File: config.mk
export PLATFORM = sky130hd
export DESIGN_NAME = dcds_ctrl
export DESIGN_NICKNAME = d
export VERILOG_FILES = /design/src/sv/dcds_pkg.sv /design/src/sv/dcds_ctrl.sv
export SDC_FILE = /design/constraint.sdc
export NUM_CORES = 1
export LEC_CHECK = 0
export ABC_CLOCK_PERIOD_IN_PS = 3600
export BUFFER_PORTS_ARGS = -buffer_cell sky130_fd_sc_hd__buf_2
export CELL_PAD_IN_SITES_DETAIL_PLACEMENT = 0
export CELL_PAD_IN_SITES_GLOBAL_PLACEMENT = 1
export CORE_AREA = 2 2 39 41
export DETAILED_ROUTE_END_ITERATION = 10
export DIE_AREA = 0 0 41 43
export PLACE_DENSITY_LB_ADDON = 0.1
export SETUP_SLACK_MARGIN = 0.3
export SYNTH_ARGS = -nofsm -noshare
export SYNTH_HDL_FRONTEND = slang
export SYNTH_SLANG_ARGS = --single-unit
export TNS_END_PERCENT = 20
File: constraint.sdc
create_clock -name clock -period 3.6 [get_ports clock]
set_clock_uncertainty 0.1 [all_clocks]
set_input_delay 0.18 -clock clock [delete_from_list [all_inputs] [get_ports clock]]
set_output_delay 0.18 -clock clock [all_outputs]
set_load 0.005 [all_outputs]
File: src/sv/dcds_pkg.sv
// ============================================================================
// dcds_pkg
// Shared types and constants for the dispatch scoreboard scheduler.
// ============================================================================
package dcds_pkg;

   localparam int NUM_IDS = 64;
   localparam int ID_W    = 6;
   localparam int CNT_W   = 7;
   localparam int FC_W    = 7;

   localparam logic [1:0] FUNC_ACQUIRE  = 2'd0;
   localparam logic [1:0] FUNC_ADD_DEP  = 2'd1;
   localparam logic [1:0] FUNC_SUBMIT   = 2'd2;
   localparam logic [1:0] FUNC_COMPLETE = 2'd3;

   localparam logic [1:0] ST_ACQUIRED = 2'd0;
   localparam logic [1:0] ST_NO_FREE  = 2'd1;
   localparam logic [1:0] ST_LAUNCHED = 2'd2;
   localparam logic [1:0] ST_ACCEPTED = 2'd3;

   typedef enum logic [4:0] {
      S_IDLE  = 5'b00001,
      S_EXEC  = 5'b00010,
      S_SCAN  = 5'b00100,
      S_UPD   = 5'b01000,
      S_FLUSH = 5'b10000
   } state_type;

   typedef struct packed {
      logic accept;
      logic exec_go;
      logic scan_step;
      logic walk_rd;
      logic upd_go;
      logic flush_go;
   } cmd_type;

   typedef struct packed {
      logic is_complete;
      logic walk_bit;
      logic idx_last;
      logic out_free;
      logic upd_need_out;
   } stat_type;

endpackage

File: src/sv/dcds_ctrl.sv
// ============================================================================
// dcds_ctrl
// Sequencer: accepts one request, then steps the datapath through it.
// ============================================================================
module dcds_ctrl import dcds_pkg::*; (
   input  logic     clock,
   input  logic     reset,
   input  logic     req_valid,
   output logic     req_stall,
   input  stat_type stat,
   output cmd_type  cmd
);

   state_type state_ff, state_in;

   always_comb begin
      state_in = state_ff;
      cmd      = '0;
      req_stall = (state_ff != S_IDLE);
      unique case (state_ff)
         S_IDLE: begin
            if (req_valid) begin
               cmd.accept = 1'b1;
               state_in   = S_EXEC;
            end
         end
         S_EXEC: begin
            // complete needs no slot here: it only loads the walk
            if (stat.is_complete || stat.out_free) begin
               cmd.exec_go = 1'b1;
               state_in    = stat.is_complete ? S_SCAN : S_IDLE;
            end
         end
         S_SCAN: begin
            cmd.walk_rd   = 1'b1;
            cmd.scan_step = 1'b1;
            if (stat.walk_bit) begin
               state_in = S_UPD;
            end else if (stat.idx_last) begin
               state_in = S_FLUSH;
            end
         end
         S_UPD: begin
            cmd.walk_rd = 1'b1;
            if (!stat.upd_need_out || stat.out_free) begin
               cmd.upd_go = 1'b1;
               state_in   = stat.idx_last ? S_FLUSH : S_SCAN;
            end
         end
         S_FLUSH: begin
            if (stat.out_free) begin
               cmd.flush_go = 1'b1;
               state_in     = S_IDLE;
            end
         end
         default: state_in = S_IDLE;
      endcase
   end

   always_ff @(posedge clock) begin
      if (reset) begin
         state_ff <= S_IDLE;
      end else begin
         state_ff <= state_in;
      end
   end

endmodule

==> results.md, run 1 <==
* Row count at 14
* Syn Area/Cell at 8.07 µm²
* Sum Neg Setup Slack at 0 ns
* Multi-input gate area at 269 µm²
* #FFs+latches synth at 5
* CTS tree: built
* Die Width at 41 µm
* Worst Hold Class: in2reg
* Clock Sinks at 5
* Total core area at 1380 µm²
* Unrepaired setup endpoints after global routing: false
* Crit Path Class: reg2out
* FF+latch area at 100 µm²
* Vias in the first global route at 373
* Area Overhead vs Synth at 26.6%
* Synth Instances at 49
* Hold-fix buffers, CTS at 0
* Setup slack, reg-to-reg at 1.80 ns
* CP required at 3.32 ns
* Top post-synthesis cells by count: nor2_1, dfxtp_1, inv_1
* Synth Warn # at 0
* GPL Wtd Cong at 0.791
* Wire per inst at 12.2 µm
* HP Start: reset
* Post-CTS Resized at 0
* Initial antenna violation count at 0
* Gr usage total at 12.8%
* DRT Wirelength at 997 µm
* VDD IR-drop max at 172 µV
* Port Buffer Count at 14
* Synth Flop Type: dfxtp_1
* Final Core Density at 36.2%
* Syn_nets at 57
* Worst-path fanout max at 9
* Startpoint Class: flop
* First-pass DRT Iterations at 3
* Slew @ Worst Pin at 0.489 ns
* Detailed-route via count at 424
* CTS root buf: clkbuf_4
* First-pass GRT wire length at 1510 µm
* # Max-Cap Violations at 0
* Final Max Tran Viols at 0
* Grt total ovfl at 0
* Worst hold stages at 2
* Hold WS at 0.0561 ns
* Clock Tree Buf Depth at 2
* Die ar. at 1760 µm²
* DR DRC count at 0
* Worst-skew pair later-pin latency at 0.25 ns
* Post-synth EDFFs at 0
* Die Y at 43 µm
* Hold Path End: state_ff[3]
* Max Freq at 498 MHz
* Crit share post-route at 55.8%
* Final setup fails at 0
* Synthesized cell area at 395 µm²
* Status: finished clean
* Most common cell in the netlist: nor2_1
* DP HPWL at 793 µm
* Min Tclk post-route at 2.01 ns
* Biggest register: state_ff
* Htree depth at 1
* Hold Violations, Final at 0
* Pin count of the biggest net entering global routing at 10
* P_leak at 0.228 nW
* Worst Setup End Kind: primary output
* Fraction of layout cells with a size suffix above 1 at 34.8%
* I/O pin count at 15
* Reg clk slew, reported paths at 0.05 ns
* Sequential share of the synthesized area at 25.3%
* Dominant cell type by area after synthesis: dfxtp_1
* Layout fillers at 154
* Num CTS Buffers at 3
* Worst EP arrival at 1.73 ns
* ANT cells at 0
* Iter 0 DRT Violations at 11
* Max reg flops at 5
* Total setup buffers inserted after CTS at 0
* Relative slew margins at 67.3%
* FF-to-FF path depth at 4
* Via density at 5.17
* R2r endpoint: state_ff[0]
* Biggest regs: state_ff x5
* Synth cell types at 29
* Starting Density at 28.6%
* Ys async rst share at 0%
* Largest cells by area after synthesis: dfxtp_1, nor2_1, or3_4
* Final Power at 0.162 mW
* Final #Nets at 75
* Antenna Nets Post-Route at 0
* RR Startpoint: state_ff[0]
* Power Dens Cells at 324 nW/µm²
* Yosys top cell area share at 25.3%
==> cell usage in the layout (no fill, tap or decap), drive strengths merged, types with 2 or more instances in the layout <==
| master | synthesis | routed |
|---|---|---|
| nand2 | 3 | 3 |
| nand4 | 2 | 2 |
| buf | 1 | 14 |
| nand3 | 3 | 3 |
| o311ai | 2 | 2 |
| nor2 | 7 | 7 |
| clkbuf | 0 | 4 |
| a21oi | 2 | 2 |
| dfxtp | 5 | 5 |
| inv | 4 | 4 |
| or3 | 2 | 2 |
==> worst max-delay path, cell delays in order (launching register included) <==
cell,delay (ns)
dfxtp_1,0.38
or3_4,0.42
or3_4,0.37
and2b_2,0.21
buf_2,0.10
==> report_power, final <==
part	internal, mW	leakage (nW)	switching [mW]
registers	0.0581	0.0408	0.00490
clock network	0.0421	0.0150	0.0255
logic	0.0156	0.172	0.0157
==> through the flow <==
stage          instances  instance area (µm²)  setup slack [ns]
2_1_floorplan         49                  395              1.86
3_3_place_gp          78                  474              1.84
3_5_place_dp          78                  474              1.81
4_1_cts               82                  500              1.58
5_1_grt               82                  500              1.50
6_report              82                  500              1.59
==> cell families after synthesis <==
logic type             synth area share [%]
AO/OA/AOI/OAI                          22.5
buffers and inverters                  6.64
flip-flops                             25.3
AND/OR/NAND/NOR                        45.6
==> layout make-up <==
cell class,instances,share of cell area [%]
repair buffers,14,14.0
well taps,16,4.00
clock buffers,4,5.25
inverters,4,3.00
multi-input cells,39,53.8
flip-flops and latches,5,20.0
==> worst max path at each step <==
stage / startpoint / to / slack [ns] / depth (start not counted)
2_1_floorplan: state_ff[0] / state_ff[0] / 1.86 / 5
3_3_place_gp: state_ff[0] / state_ff[0] / 1.84 / 4
3_5_place_dp: state_ff[0] / state_ff[0] / 1.81 / 4
4_1_cts: state_ff[0] / cmd[1] / 1.58 / 4
5_1_grt: state_ff[0] / cmd[1] / 1.50 / 4
6_report: state_ff[0] / cmd[1] / 1.59 / 4
==> routing by layer <==
layer,track usage [%],share of wire (%),vias to the layer above
li1,-,-,216
met1,16.2,46,195
met2,19.4,47,13
met3,6.28,6.7,0
met4,2.00,0,0
met5,0,0,-
(Power assumes the default switching activity.)
==> run 2: changes to the inputs <==
- ABC_AREA: not set -> 1
- ABC_CLOCK_PERIOD_IN_PS: 3600 -> 1600
- CORE_AREA: 2 2 39 41 -> not set
- CORE_MARGIN: not set -> 1
- CORE_UTILIZATION: not set -> 27
- DIE_AREA: 0 0 41 43 -> not set
- clock period: 3.6 -> 1.6 ns (I/O delays scaled with it)
==> results.md, run 2 <==
* First-pass GRT wire length at 1760 µm
* # Max-Cap Violations at 0
* Cell family with the largest share of critical-path delay: simple AND/OR/NAND/NOR gates
* Wire per inst at 10.1 µm
* Critical path buffer and inverter count at 2
* GPL Wtd Cong at 0.711
* Critical-path cell list: inv_2, nand2_4, nor2_4, nand2_1, nor2_1, buf_2
* Layout fillers at 169
* Top post-synthesis cells by count: nor2_1, inv_1, nand2_1
* Most frequent cells in the layout: buf_2, inv_1, nor2_1
* Clock Tree Buf Depth at 2
* Biggest regs: state_ff x5
* Worst-skew pair later-pin latency at 0.24 ns
* Syn Area/Cell at 6.12 µm²
* First-pass DRT Iterations at 3
* Dominant cell type by area after synthesis: dfxtp_1
* Row count at 14
* ANT cells at 0
* Antenna Nets Post-Route at 0
* Power Dens Cells at 772 nW/µm²
* Startpoint Class: flop
* Crit share post-route at 82.3%
* Hold Violations, Final at 0
* Iter 0 DRT Violations at 4
* Final setup fails at 0
* VDD IR-drop max at 325 µV
* Synth Flop Type: dfxtp_1
* Crit Path Class: reg2out
* Total core area at 1510 µm²
* Fraction of layout cells with a size suffix above 1 at 52.1%
* Post-route setup slack at 0.283 ns
* Crit path max-delay cell type: dfxtp_2
* Htree depth at 1
* Worst EP arrival at 1.14 ns
* Reg clk slew, reported paths at 0.04 ns
* Commonest non-fill, non-tap cell in the layout: buf_2
* Die Y at 42.4 µm
* Unrepaired setup endpoints after global routing: true
* P_leak at 0.347 nW
* Worst Hold Class: in2reg
* Slew @ Worst Pin at 0.256 ns
* Most common cell in the netlist: nor2_1
* Synth Instances at 72
* Status: finished clean
* Die Width at 42.4 µm
* Initial antenna violation count at 0
* DP HPWL at 842 µm
* Die ar. at 1800 µm²
* Synth cell types at 17
* Syn_nets at 80
* Ys async rst share at 0%
* Pre-CTS setup slack at 0.312 ns
* Vias in the first global route at 456
* Biggest register: state_ff
* Detailed-route via count at 502
* Synthesized cell area at 440 µm²
* Post-synth EDFFs at 0
* Starting Density at 29.2%
* Num CTS Buffers at 3
* Grt total ovfl at 0
* Gr usage total at 12.8%
* DRT Wirelength at 1120 µm
* Largest cells by area after synthesis: dfxtp_1, nor2_1, inv_1
* Synth Warn # at 0
* CTS root buf: clkbuf_4
* CTS tree: built
* Sequential share of the synthesized area at 22.7%
* Final Power at 0.497 mW
* Area Overhead vs Synth at 46.0%
* Final Max Tran Viols at 0
* Pin count of the biggest net entering global routing at 8
* Relative slew margins at 82.9%
* Sum Neg Setup Slack at 0 ns
* Via density at 4.56
* Max Freq at 759 MHz
* Final #Nets at 103
* DR DRC count at 0
* Max reg flops at 5
* Min Tclk post-route at 1.32 ns
* #FFs+latches synth at 5
* CP required at 1.42 ns
* Final Core Density at 42.7%
* I/O pin count at 15
* Worst-path fanout max at 7
* Port Buffer Count at 14
* Yosys top cell area share at 22.7%
* Slowest stage delay, CP at 0.32 ns
* Worst Setup End Kind: primary output
* Clock Sinks at 5
run 2: cell count changes after synthesis, moves of 2 or more:
cell and delta:
or3_4 -2, inv_2 +4, nand3_1 +5, nand2_1 +6, nand4_1 -2, nor2_4 +3, nor2_1 +7, nand4_2 +2
o21ai_1 +3, nand3_2 +3, inv_1 +9
run 2: what timing repair did:
item | in CTS | in global routing
endpoints found under the hold margin | 2 | 0
setup endpoints to repair | 7 | 9
buffers inserted | 2 | 1
pin swaps | 2 | 7
hold buffers | 1 | 0
gates resized for setup | 7 | 11
run 2: power breakdown:
part / total [mW] / internal (mW) / switching [mW]
Sequential: 0.153 / 0.140 / 0.0137
Combinational: 0.198 / 0.0849 / 0.113
Clock: 0.146 / 0.0943 / 0.0514
run 2: path summary, 6_finish.rpt:
kind / depth (start not counted) / end / from / slack, ns
hold / removal: 3 / state_ff[3] / stat[3] / 0.02
hold reg to reg: 2 / state_ff[4] / state_ff[4] / 0.46
setup / recovery: 6 / cmd[1] / state_ff[0] / 0.28
setup reg to reg: 9 / state_ff[4] / state_ff[0] / 0.29
run 2: cells by family (layout without fill, tap and decap cells):
group | Yosys count | in the layout | synth area share [%]
buffers and inverters | 18 | 40 | 15.3
AOI/OAI and AO/OA | 6 | 6 | 7.39
and+or+nand+nor | 43 | 43 | 54.5
DFF | 5 | 5 | 22.7
run 2: cell type report:
type                            instances  area, µm²  share of cell area [%]
Sequential cell                         5        105                    16.3
Timing Repair Buffer                   18        106                    16.5
Inverter                               18       67.6                    10.5
Tap cell                               16       20.0                    3.11
Multi-Input combinational cell         49        318                    49.4
Clock buffer                            4       26.3                    4.09
run 2: layer usage:
| layer | vias up | wire length, µm | GRT usage, % |
|---|---|---|---|
| met5 | - | 0 | 0 |
| met4 | 0 | 13 | 9.38 |
| met3 | 2 | 48 | 2.16 |
| met2 | 9 | 511 | 19.1 |
| met1 | 222 | 543 | 16.4 |
| li1 | 269 | - | - |
run 2: tightest hold or removal path: stages:
cell and delay [ns]:
buf_2 0.11, nand2_1 0.07, a21oi_1 0.06
run 2: metrics by stage:
stage / instances / hold slack (ns) / area, µm²
after global placement: 102 / 0.183 / 531
after global routing: 110 / 0.0301 / 643
after floorplan: 72 / 0.0491 / 440
final: 110 / 0.0237 / 643
after detailed placement: 102 / 0.190 / 531
after CTS: 109 / 0.0207 / 601
==> run 3: changes to the inputs <==
- ABC_CLOCK_PERIOD_IN_PS: 1600 -> 1200
- clock period: 1.6 -> 1.2 ns (I/O delays scaled with it)
==> results.md, run 3 (synthesis results as in run 2) <==
* Biggest register: state_ff
* Commonest non-fill, non-tap cell in the layout: buf_2
* Gr usage total at 14.7%
* Hold WS at 0.0191 ns
* Antenna Nets Post-Route at 0
* Hold Violations, Final at 0
* Starting Density at 29.2%
* Power Dens Cells at 1020 nW/µm²
* Crit Path Class: reg2out
* Pre-CTS setup slack at -0.0675 ns
* Iter 0 DRT Violations at 8
* Crit path max-delay cell type: dfxtp_2
* Crit share post-route at 111%
* GPL Wtd Cong at 0.678
* Final Cell Area at 666 µm²
* First-pass GRT wire length at 1950 µm
* CP required at 1.04 ns
* Worst-path fanout max at 6
* Area post-placement at 552 µm²
* Detailed-route via count at 509
* Worst hold stages at 3
* Final #Nets at 106
* DRT Wirelength at 1160 µm
* Clock Tree Buf Depth at 2
* Final setup fails at 10
* DR DRC count at 0
* I/O pin count at 15
* ANT cells at 0
* Critical path buffer and inverter count at 1
* Fraction of layout cells with a size suffix above 1 at 51.5%
* Relative slew margins at 83.9%
* FF-to-FF path depth at 7
* Slew @ Worst Pin at 0.241 ns
* Total core area at 1510 µm²
* Area Overhead vs Synth at 51.1%
* Slowest stage delay, CP at 0.34 ns
* Die Y at 42.4 µm
* Biggest regs: state_ff x5
* Pin count of the biggest net entering global routing at 9
* Most frequent cells in the layout: buf_2, nor2_1, inv_1
* Die ar. at 1800 µm²
* Vias in the first global route at 510
* Startpoint Class: flop
* Final Max Tran Viols at 0
* CP Depth at 4
* Worst Hold Class: in2reg
* Cell family with the largest share of critical-path delay: simple AND/OR/NAND/NOR gates
* Layout fillers at 158
* Max Freq at 750 MHz
* P_leak at 0.355 nW
* CTS root buf: clkbuf_4
* Die Width at 42.4 µm
* Grt total ovfl at 0
* Port Buffer Count at 14
* Worst Setup End Kind: primary output
* Post-route setup slack at -0.134 ns
* Failing checks: setup timing
* # Max-Cap Violations at 0
* Unrepaired setup endpoints after global routing: true
* CTS tree: built
* DP HPWL at 880 µm
* Htree depth at 1
* Worst EP arrival at 1.17 ns
* Final Power at 0.677 mW
* Status: finished with violations
* Num CTS Buffers at 3
* Max reg flops at 5
* Clock Sinks at 5
* Wire per inst at 10.3 µm
* Min Tclk post-route at 1.33 ns
* Reg clk slew, reported paths at 0.04 ns
* Row count at 14
* VDD IR-drop max at 591 µV
* Worst-skew pair later-pin latency at 0.24 ns
* Initial antenna violation count at 0
* Via density at 4.50
* First-pass DRT Iterations at 4
* Critical-path cell list: nor2_4, nand3_2, nor2_1, buf_2
run 3: cell types whose count changed in the layout (fill, tap and decap cells not counted), sizes merged:
cell         before  now
dlygate4sd3       1    2
buf              17   19
run 3: area by class of cell:
| class | instances | area [µm²] | share of cell area (%) |
|---|---|---|---|
| multi-input cells | 49 | 319 | 47.9 |
| inverters | 18 | 67.6 | 10.2 |
| well taps | 16 | 20.0 | 3.01 |
| flip-flops and latches | 5 | 105 | 15.8 |
| repair buffers | 21 | 128 | 19.2 |
| clock buffers | 4 | 26.3 | 3.95 |
run 3: routing by layer:
layer,wire [µm],GRT usage (%),up-vias
met1,533,16.6,224
met2,567,25.2,9
li1,-,-,274
met3,46,2.16,2
met4,13,9.38,0
met5,0,0,-
run 3: worst paths after layout:
kind,start,end,slack [ns]
worst max-delay path,state_ff[2],cmd[4],-0.13
worst max register to register,state_ff[2],state_ff[4],-0.10
worst min register to register,state_ff[4],state_ff[4],0.45
worst min-delay path,stat[3],state_ff[3],0.02
run 3: what timing repair did:
item / CTS / global route
pin swaps: 4 / 4
hold endpoints to repair: 2 / 0
setup buffers: 3 / 0
hold buffers: 2 / 0
endpoints found under the setup margin: 12 / 12
resized for setup: 10 / 5
run 3: power by group:
group / total, mW / internal [mW] / switching [mW]
logic: 0.285 / 0.121 / 0.164
clock network: 0.188 / 0.125 / 0.0628
registers: 0.204 / 0.186 / 0.0179
run 3: worst min-delay path: stages:
cell and delay [ns]:
buf_2 0.11, nand2_1 0.08, a21oi_1 0.06
run 3: metrics by stage:
step	setup TNS, ns	utilization, %	cells
2_1_floorplan	0	-	72
4_1_cts	-0.962	43.0	113
6_report	-0.921	44.2	113
5_1_grt	-1.74	44.2	113
3_5_place_dp	-0.159	36.6	104
3_3_place_gp	-0.282	36.6	104
